## config.mk

```make
export PLATFORM = sky130hd
export DESIGN_NAME = cigar_text_parser_flat
export DESIGN_NICKNAME = d
export VERILOG_FILES = /design/src/ctp_pkg.sv /design/src/ctp_if.sv /design/src/ctp_step.sv /design/src/cigar_text_parser.sv /design/src/flat_wrapper.sv
export SDC_FILE = /design/constraint.sdc
export NUM_CORES = 1
export LEC_CHECK = 0
export ABC_AREA = 1
export BUFFER_PORTS_ARGS = -buffer_cell sky130_fd_sc_hd__buf_2
export CAP_MARGIN = 0
export CELL_PAD_IN_SITES_DETAIL_PLACEMENT = 1
export CELL_PAD_IN_SITES_GLOBAL_PLACEMENT = 1
export CORE_MARGIN = 2
export CORE_UTILIZATION = 39
export DETAILED_ROUTE_END_ITERATION = 10
export MAX_ROUTING_LAYER = met4
export PLACE_DENSITY = 0.83
export SLEW_MARGIN = 20
export SYNTH_ARGS = -nofsm -noshare
export SYNTH_HDL_FRONTEND = slang
export SYNTH_SLANG_ARGS = --single-unit
```

## constraint.sdc

```tcl
create_clock -name clk -period 2.8 [get_ports clk]
set_input_delay 0.14 -clock clk [delete_from_list [all_inputs] [get_ports clk]]
set_output_delay 0.14 -clock clk [all_outputs]
set_load 0.02 [all_outputs]
```

## src/ctp_pkg.sv

```systemverilog
package ctp_pkg;

	localparam logic [7:0] CH_ZERO = 8'h30;
	localparam logic [7:0] CH_NINE = 8'h39;
	localparam logic [7:0] RADIX = 8'd10;
	localparam logic [7:0] MAX_ENTRIES_RST = 8'd255;

	typedef struct packed {
		logic [7:0] run_count;
		logic [7:0] entries_done;
		logic       limit_hit;
	} ctp_state_t;

	typedef struct packed {
		logic       has_entry;
		logic [7:0] op_count;
		logic [7:0] op_type;
		logic [7:0] entry_index;
		logic       done_res;
		logic [7:0] total_entries;
	} ctp_res_t;

endpackage

```

## src/ctp_if.sv

```systemverilog
interface ctp_char_if;
	logic       valid;
	logic       ready;
	logic [7:0] ch;
	logic       last;

	modport source (output valid, ch, last, input ready);
	modport sink (input valid, ch, last, output ready);
endinterface

interface ctp_entry_if;
	logic       valid;
	logic       ready;
	logic       has_entry;
	logic [7:0] op_count;
	logic [7:0] op_type;
	logic [7:0] entry_index;
	logic       done_res;
	logic [7:0] total_entries;

	modport source (output valid, has_entry, op_count, op_type, entry_index, done_res,
		total_entries, input ready);
	modport sink (input valid, has_entry, op_count, op_type, entry_index, done_res,
		total_entries, output ready);
endinterface

interface ctp_cfg_if;
	logic       valid;
	logic       ready;
	logic [7:0] data;

	modport source (output valid, data, input ready);
	modport sink (input valid, data, output ready);
endinterface

```

## src/ctp_step.sv

```systemverilog
module ctp_step (
	input  ctp_pkg::ctp_state_t state,
	input  logic [7:0]          ch,
	input  logic                last,
	input  logic [7:0]          max_entries,
	output ctp_pkg::ctp_state_t state_nxt,
	output ctp_pkg::ctp_res_t   res,
	output logic                produce
);
	import ctp_pkg::*;

	ctp_state_t upd;
	logic       emit;
	logic       is_digit;
	logic [7:0] digit;
	logic [7:0] done_inc;

	always_comb begin
		upd = state;
		emit = 1'b0;
		is_digit = ch inside {[CH_ZERO:CH_NINE]};
		digit = ch - CH_ZERO;
		done_inc = state.entries_done + 8'd1;
		if (!state.limit_hit) begin
			if (is_digit) begin
				upd.run_count = state.run_count * RADIX + digit;
			end else if (state.run_count != 8'd0) begin
				emit = 1'b1;
				upd.run_count = 8'd0;
				upd.entries_done = done_inc;
				if (done_inc >= max_entries) begin
					upd.limit_hit = 1'b1;
				end
			end
		end

		res.has_entry = emit;
		res.op_count = emit ? state.run_count : 8'd0;
		res.op_type = emit ? ch : 8'd0;
		res.entry_index = emit ? state.entries_done : 8'd0;
		res.done_res = last;
		res.total_entries = upd.entries_done;
		produce = emit || last;

		// end of string: start the next one from scratch
		if (last) begin
			state_nxt = '0;
		end else begin
			state_nxt = upd;
		end
	end

endmodule

```

## src/cigar_text_parser.sv

```systemverilog
// CIGAR text parser: takes one character per clock on chars (last flags the end of a
// string) unless a character that gives a result waits on a full result register, and
// returns at most one result per character on entries: a completed run (count, op
// letter, index) and/or the done result with the entry total. A character passes the
// character register, the combinational parse step and the result register. max_entries
// is written through cfg and should only change between strings.
module cigar_text_parser (
	input  logic        clk,
	input  logic        arst_n,
	ctp_char_if.sink    chars,
	ctp_entry_if.source entries,
	ctp_cfg_if.sink     cfg
);
	import ctp_pkg::*;

	logic       valid_s1;
	logic [7:0] ch_s1;
	logic       last_s1;

	ctp_state_t state_q;
	ctp_state_t state_nxt;
	ctp_res_t   res;
	ctp_res_t   res_q;
	logic       produce;
	logic       out_valid_q;
	logic       out_free;
	logic       advance_s1;
	logic [7:0] max_entries_q;

	assign cfg.ready = 1'b1;

	always_ff @(posedge clk or negedge arst_n) begin
		if (!arst_n) begin
			max_entries_q <= MAX_ENTRIES_RST;
		end else if (cfg.valid) begin
			max_entries_q <= cfg.data;
		end
	end

	ctp_step u_step (
		.state       (state_q),
		.ch          (ch_s1),
		.last        (last_s1),
		.max_entries (max_entries_q),
		.state_nxt   (state_nxt),
		.res         (res),
		.produce     (produce)
	);

	assign out_free = !out_valid_q || entries.ready;
	// characters that give no result never wait on the output side
	assign advance_s1 = valid_s1 && (!produce || out_free);
	assign chars.ready = !valid_s1 || advance_s1;

	always_ff @(posedge clk or negedge arst_n) begin
		if (!arst_n) begin
			valid_s1 <= 1'b0;
		end else if (chars.ready) begin
			valid_s1 <= chars.valid;
		end
	end

	always_ff @(posedge clk) begin
		if (chars.ready && chars.valid) begin
			ch_s1 <= chars.ch;
			last_s1 <= chars.last;
		end
	end

	always_ff @(posedge clk or negedge arst_n) begin
		if (!arst_n) begin
			state_q <= '0;
		end else if (advance_s1) begin
			state_q <= state_nxt;
		end
	end

	always_ff @(posedge clk or negedge arst_n) begin
		if (!arst_n) begin
			out_valid_q <= 1'b0;
		end else if (out_free) begin
			out_valid_q <= advance_s1 && produce;
		end
	end

	always_ff @(posedge clk) begin
		if (out_free && advance_s1 && produce) begin
			res_q <= res;
		end
	end

	assign entries.valid = out_valid_q;
	assign entries.has_entry = res_q.has_entry;
	assign entries.op_count = res_q.op_count;
	assign entries.op_type = res_q.op_type;
	assign entries.entry_index = res_q.entry_index;
	assign entries.done_res = res_q.done_res;
	assign entries.total_entries = res_q.total_entries;

	a_entry_nonzero: assert property (@(posedge clk) disable iff (!arst_n)
		out_valid_q && res_q.has_entry |-> res_q.op_count != 8'd0)
		else $error("entry with zero run count");

	a_entry_total: assert property (@(posedge clk) disable iff (!arst_n)
		out_valid_q && res_q.has_entry |-> res_q.total_entries == res_q.entry_index + 8'd1)
		else $error("entry total does not follow entry index");

	a_last_clears: assert property (@(posedge clk) disable iff (!arst_n)
		advance_s1 && last_s1 |=> state_q == '0)
		else $error("parse state not cleared after last character");

	a_result_only_when_due: assert property (@(posedge clk) disable iff (!arst_n)
		out_valid_q |-> res_q.has_entry || res_q.done_res)
		else $error("result without entry or done");

endmodule

```

## src/flat_wrapper.sv

```systemverilog
// flat-port wrapper written by rule: the top's interface ports become plain ports
module cigar_text_parser_flat import ctp_pkg::*;
  (clk, arst_n, chars_valid, chars_ch, chars_last, chars_ready, entries_valid, entries_has_entry, entries_op_count, entries_op_type, entries_entry_index, entries_done_res, entries_total_entries, entries_ready, cfg_valid, cfg_data, cfg_ready);
  ctp_char_if chars_i ();
  ctp_entry_if entries_i ();
  ctp_cfg_if cfg_i ();
  input  logic clk;
  input  logic arst_n;
  input wire logic [$bits(chars_i.valid)-1:0] chars_valid;
  input wire logic [$bits(chars_i.ch)-1:0] chars_ch;
  input wire logic [$bits(chars_i.last)-1:0] chars_last;
  output wire logic [$bits(chars_i.ready)-1:0] chars_ready;
  output wire logic [$bits(entries_i.valid)-1:0] entries_valid;
  output wire logic [$bits(entries_i.has_entry)-1:0] entries_has_entry;
  output wire logic [$bits(entries_i.op_count)-1:0] entries_op_count;
  output wire logic [$bits(entries_i.op_type)-1:0] entries_op_type;
  output wire logic [$bits(entries_i.entry_index)-1:0] entries_entry_index;
  output wire logic [$bits(entries_i.done_res)-1:0] entries_done_res;
  output wire logic [$bits(entries_i.total_entries)-1:0] entries_total_entries;
  input wire logic [$bits(entries_i.ready)-1:0] entries_ready;
  input wire logic [$bits(cfg_i.valid)-1:0] cfg_valid;
  input wire logic [$bits(cfg_i.data)-1:0] cfg_data;
  output wire logic [$bits(cfg_i.ready)-1:0] cfg_ready;
  assign chars_i.valid = chars_valid;
  assign chars_i.ch = chars_ch;
  assign chars_i.last = chars_last;
  assign chars_ready = chars_i.ready;
  assign entries_valid = entries_i.valid;
  assign entries_has_entry = entries_i.has_entry;
  assign entries_op_count = entries_i.op_count;
  assign entries_op_type = entries_i.op_type;
  assign entries_entry_index = entries_i.entry_index;
  assign entries_done_res = entries_i.done_res;
  assign entries_total_entries = entries_i.total_entries;
  assign entries_i.ready = entries_ready;
  assign cfg_i.valid = cfg_valid;
  assign cfg_i.data = cfg_data;
  assign cfg_ready = cfg_i.ready;
  cigar_text_parser u_core (.clk(clk), .arst_n(arst_n), .chars(chars_i), .entries(entries_i), .cfg(cfg_i));
endmodule
```

==> metrics.md <==
| Metric | Value |
|---|---|
| R2R Path End | u_core.state_q[16] |
| P_leak | between 2 and 2.5 nW |
| CTS tree | done |
| First-pass iteration count of the detailed router | 4 |
| Hold Startpoint | chars_valid |
| Yosys top cell area share | 0.355 |
| Clock buffer depth | 2 |
| Via count | around 2.7k |
| CP delay by family, top | adder cells |
| Overall routing resource usage | 0.177 |
| Max-slew headroom | 0.569 |
| Xor-xnor portion of the synthesized cell area | 0.0289 |
| PwrDens | 568 mW/mm^2 |
| Layout area overhead | 21.2% |
| Post-synth top flop | edfxtp_1 |
| # rows | 35 |
| Avg Cell Area, Syn | slightly below 10 um^2 |
| GPL Wtd Cong | 0.862 |
| Vias per cell | around 4.8 |
| Share of layout cells above drive strength 1 | 0.229 |
| Crit path DAT | around 2.9 ns |
| Mux contribution to synthesized area | 0.00309 |
| Die Wd | about 100 um |
| Final setup vio count | 0 |
| Ports | 59 |
| Crit path largest cell delay | between 0.4 and 0.5 ns |
| Final max-slew violation count | 0 |
| Hold Path Stages | 3 |
| Final hold vios | 0 |
| Worst skew pair latency | 0.35 ns |
| Synth Net Count | about 420 |
| H-tree depth | 3 |
| Post-synth EDFFs | 43 |
| Storage element area | 0.00198 mm^2 |
| Final setup margin | 0.134 ns |
| Largest net degree at the start of global routing | 37 |
| Clock skew | 0.0133 ns |
| CP most frequent cell | nand2_1 |
| Worst Tran Pin Value | 0.646 ns |
| Vias in the first global route | between 2k and 3k |
| Synth Register Bits | 70 |
| CP required | between 3 and 4 ns |
| Antenna Cells | 0 |
| DP Cell Count | roughly 540 |
| Hold crit path type | primary input to register |
| Timing-limited maximum frequency | approximately 380 MHz |
| Multi-input logic area | 0.00141 mm^2 |
| Hold worst-path end | u_core.valid_s1 |
| Port bufs | between 50 and 60 |
| Largest cells by area after synthesis | edfxtp_1, dfrtp_1, ha_1, nand2_1, inv_1 |
| Post-route insts no fill | 569 |
| Die Y | about 100 um |
| Drt first-iter violations | ~120 |
| Final core utilization | 0.482 |
| Core area | 0.00915 mm^2 |
| Grt ovf | 0 |
| Post-detail-place hpwl | 6080 um |
| Placed cell area | roughly 0.0041 mm^2 |
| RSZ-0062 raised after global routing | false |
| Cell variety after synth | 32 |
| Critical-path maximum fanout | 5 |
| Ys async rst share | 0.386 |
| Clk slew on worst S/H paths | 0.07 ns |
| Critical Path End Type | register |
| Worst path slowest cell | dfrtp_1 |
| Reg2reg setup slack | between 0.1 and 0.15 ns |
| Reg2reg start | u_core.state_q[11] |
| Register area share after synthesis | 0.543 |
| Tmin final | roughly 2.7 ns |
| Complex-gate fraction of the synthesized area | 0.0471 |
| Routed WL | just over 8000 um |
| # fillers | about 1.1k |
| Remaining DRCs | 0 |
| Cells along the critical path | ha_1 -> fa_2 -> xnor2_1 -> ha_1 -> inv_1 -> ha_4 -> nand2_1 -> inv_1 -> nand3_1 -> nand3_2 -> inv_1 -> nand2_1 -> nand2_1 -> nand2_1 -> nand2_1 |
| Hold WS | 0.00255 ns |
| Largest family of logic cells by synthesized area | simple AND/OR/NAND/NOR gates |
| Critical Path Start Type | register |
| Critical path class | register to register |
| Final net count | 504 |
| Post-route cell area | 0.00441 mm^2 |
| Initial antenna violation count | 0 |
| MaxCap Viol Count | 0 |
| Initial Util | 0.398 |
| TritonCTS Buffers | 9 |
| Final period utilization | 0.952 |
| Syn. warnings | 0 |
| Die Area | 0.0101 mm^2 |
| Routed length per instance | about 14 um |
| Root buf cell | clkbuf_8 |
| Fraction of the mapped netlist area in adder cells | 0.104 |
| Worst Path Buf+Inv | 3 |
| Dpl ws | -0.0196 ns |
| Synth area leader | edfxtp_1 |
| Netlist Area Pre-Place | ~0.0036 mm^2 |
| FF-to-FF path depth | 15 |
| Clock sink count | 70 |
| VDD IR max | slightly below 200 uV |
| Post-route ant nets | 0 |
| Simple-gate share of the synthesized area | 0.194 |
| Status | finished clean |
| First-pass GRT wire length | between 10,000 and 15,000 um |
| Synth Instances | roughly 370 |
[power by group]
group | switching (mW) | internal, mW
sequential | 0.0495 | 1.22
clock | 0.379 | 0.319
combinational | 0.360 | 0.184
total | 0.788 | 1.72
[synthesized netlist by cell type, types with 2 or more instances]
library cell and number:
nand2_1 86, inv_1 62, edfxtp_1 43, nor2_1 33, ha_1 27, nand3_1 20, dfrtp_1 19, o21ai_0 19
dfstp_2 8, a21oi_1 6, xnor2_1 6, xor2_1 6, o21ai_1 5, buf_2 4, inv_2 3, nand2_4 3
a21o_1 2, fa_1 2, nand2_2 2, nand3_4 2, nand4_1 2, nor2_2 2, nor4_1 2
[final cells by class]
cell class	count	share of cell area
flip-flops and latches	70	0.448
well taps	111	0.0315
clock inverters	4	0.00567
repair buffers	75	0.106
clock buffers	12	0.0306
multi-input cells	231	0.320
inverters	66	0.0578
[state kept, by name, summed over array words and instances (netlist names)]
name,count
u_core.entries.entry_index,8
u_core.entries.done_res,1
u_core.entries.has_entry,1
u_core.entries.op_type,8
u_core.valid_s1,1
u_core.max_entries_q,8
u_core.state_q,17
u_core.entries.op_count,8
u_core.entries.total_entries,8
u_core.entries.valid,1
u_core.ch_s1,8
u_core.last_s1,1
[cell usage in the layout (no fill, tap or decap), drive strengths merged]
master	instances
mux2	1
o22ai	1
conb	1
o21ai	24
nand3	22
nor4	2
nand4	2
nor3	1
buf	61
nor2	36
xor2	6
inv	66
xnor2	6
clkbuf	12
a21o	2
edfxtp	43
dfstp	8
dfrtp	19
clkinvlp	2
ha	27
clkinv	2
nand2	92
a21oi	6
dlygate4sd3	14
fa	2
[timing repair]
action                                  4_1_cts  5_1_grt
cloned                                        0        0
gates resized for setup                       1        4
hold buffers                                 14        0
pin swaps                                     0        0
buffers inserted                              2        0
endpoints found under the setup margin        1        2
endpoints found under the hold margin        32        0
[worst max-delay path by stage]
stage,cells after the start,start,slack [ns],end
4_1_cts,16,u_core.state_q[10],0.04,u_core.state_q[16]
3_5_place_dp,16,u_core.state_q[10],-0.02,u_core.state_q[16]
3_3_place_gp,15,u_core.state_q[10],0.12,u_core.state_q[16]
2_1_floorplan,15,u_core.state_q[10],0.19,u_core.state_q[16]
6_report,15,u_core.state_q[11],0.13,u_core.state_q[16]
5_1_grt,16,u_core.state_q[10],0.002,u_core.state_q[16]
[worst reg2reg max path, stage by stage, from the launching register on]
cell	delay [ns]
dfrtp_1	0.46
ha_1	0.38
fa_2	0.40
xnor2_1	0.13
ha_1	0.27
inv_1	0.07
ha_4	0.28
nand2_1	0.05
inv_1	0.08
nand3_1	0.10
nand3_2	0.09
inv_1	0.04
nand2_1	0.05
nand2_1	0.04
nand2_1	0.05
nand2_1	0.05
[metal layers]
| metal | global-route usage | up-vias | part of all wire |
|---|---|---|---|
| met4 | 0.0664 | 0 | 0.016 |
| met2 | 0.298 | 48 | 0.50 |
| li1 | - | 1357 | - |
| met5 | - | - | 0 |
| met1 | 0.216 | 1301 | 0.45 |
| met3 | 0.0257 | 14 | 0.029 |
[through the flow]
step                total power [mW]  TNS, ns
floorplan                       1.64        0
global placement                1.78        0
detailed placement              1.81  -0.0196
CTS                             2.53        0
global route                    2.64        0
finish                          2.51        0
[cells by family after synthesis]
logic type,count (synthesis)
and+or+nand+nor,155
buffers and inverters,72
DFF,70
AOI/OAI and AO/OA,33
adders and majority gates,29
xor gates and xnor gates,12
other,1
muxes,1
Note: power is estimated with default switching activity, not from simulation.
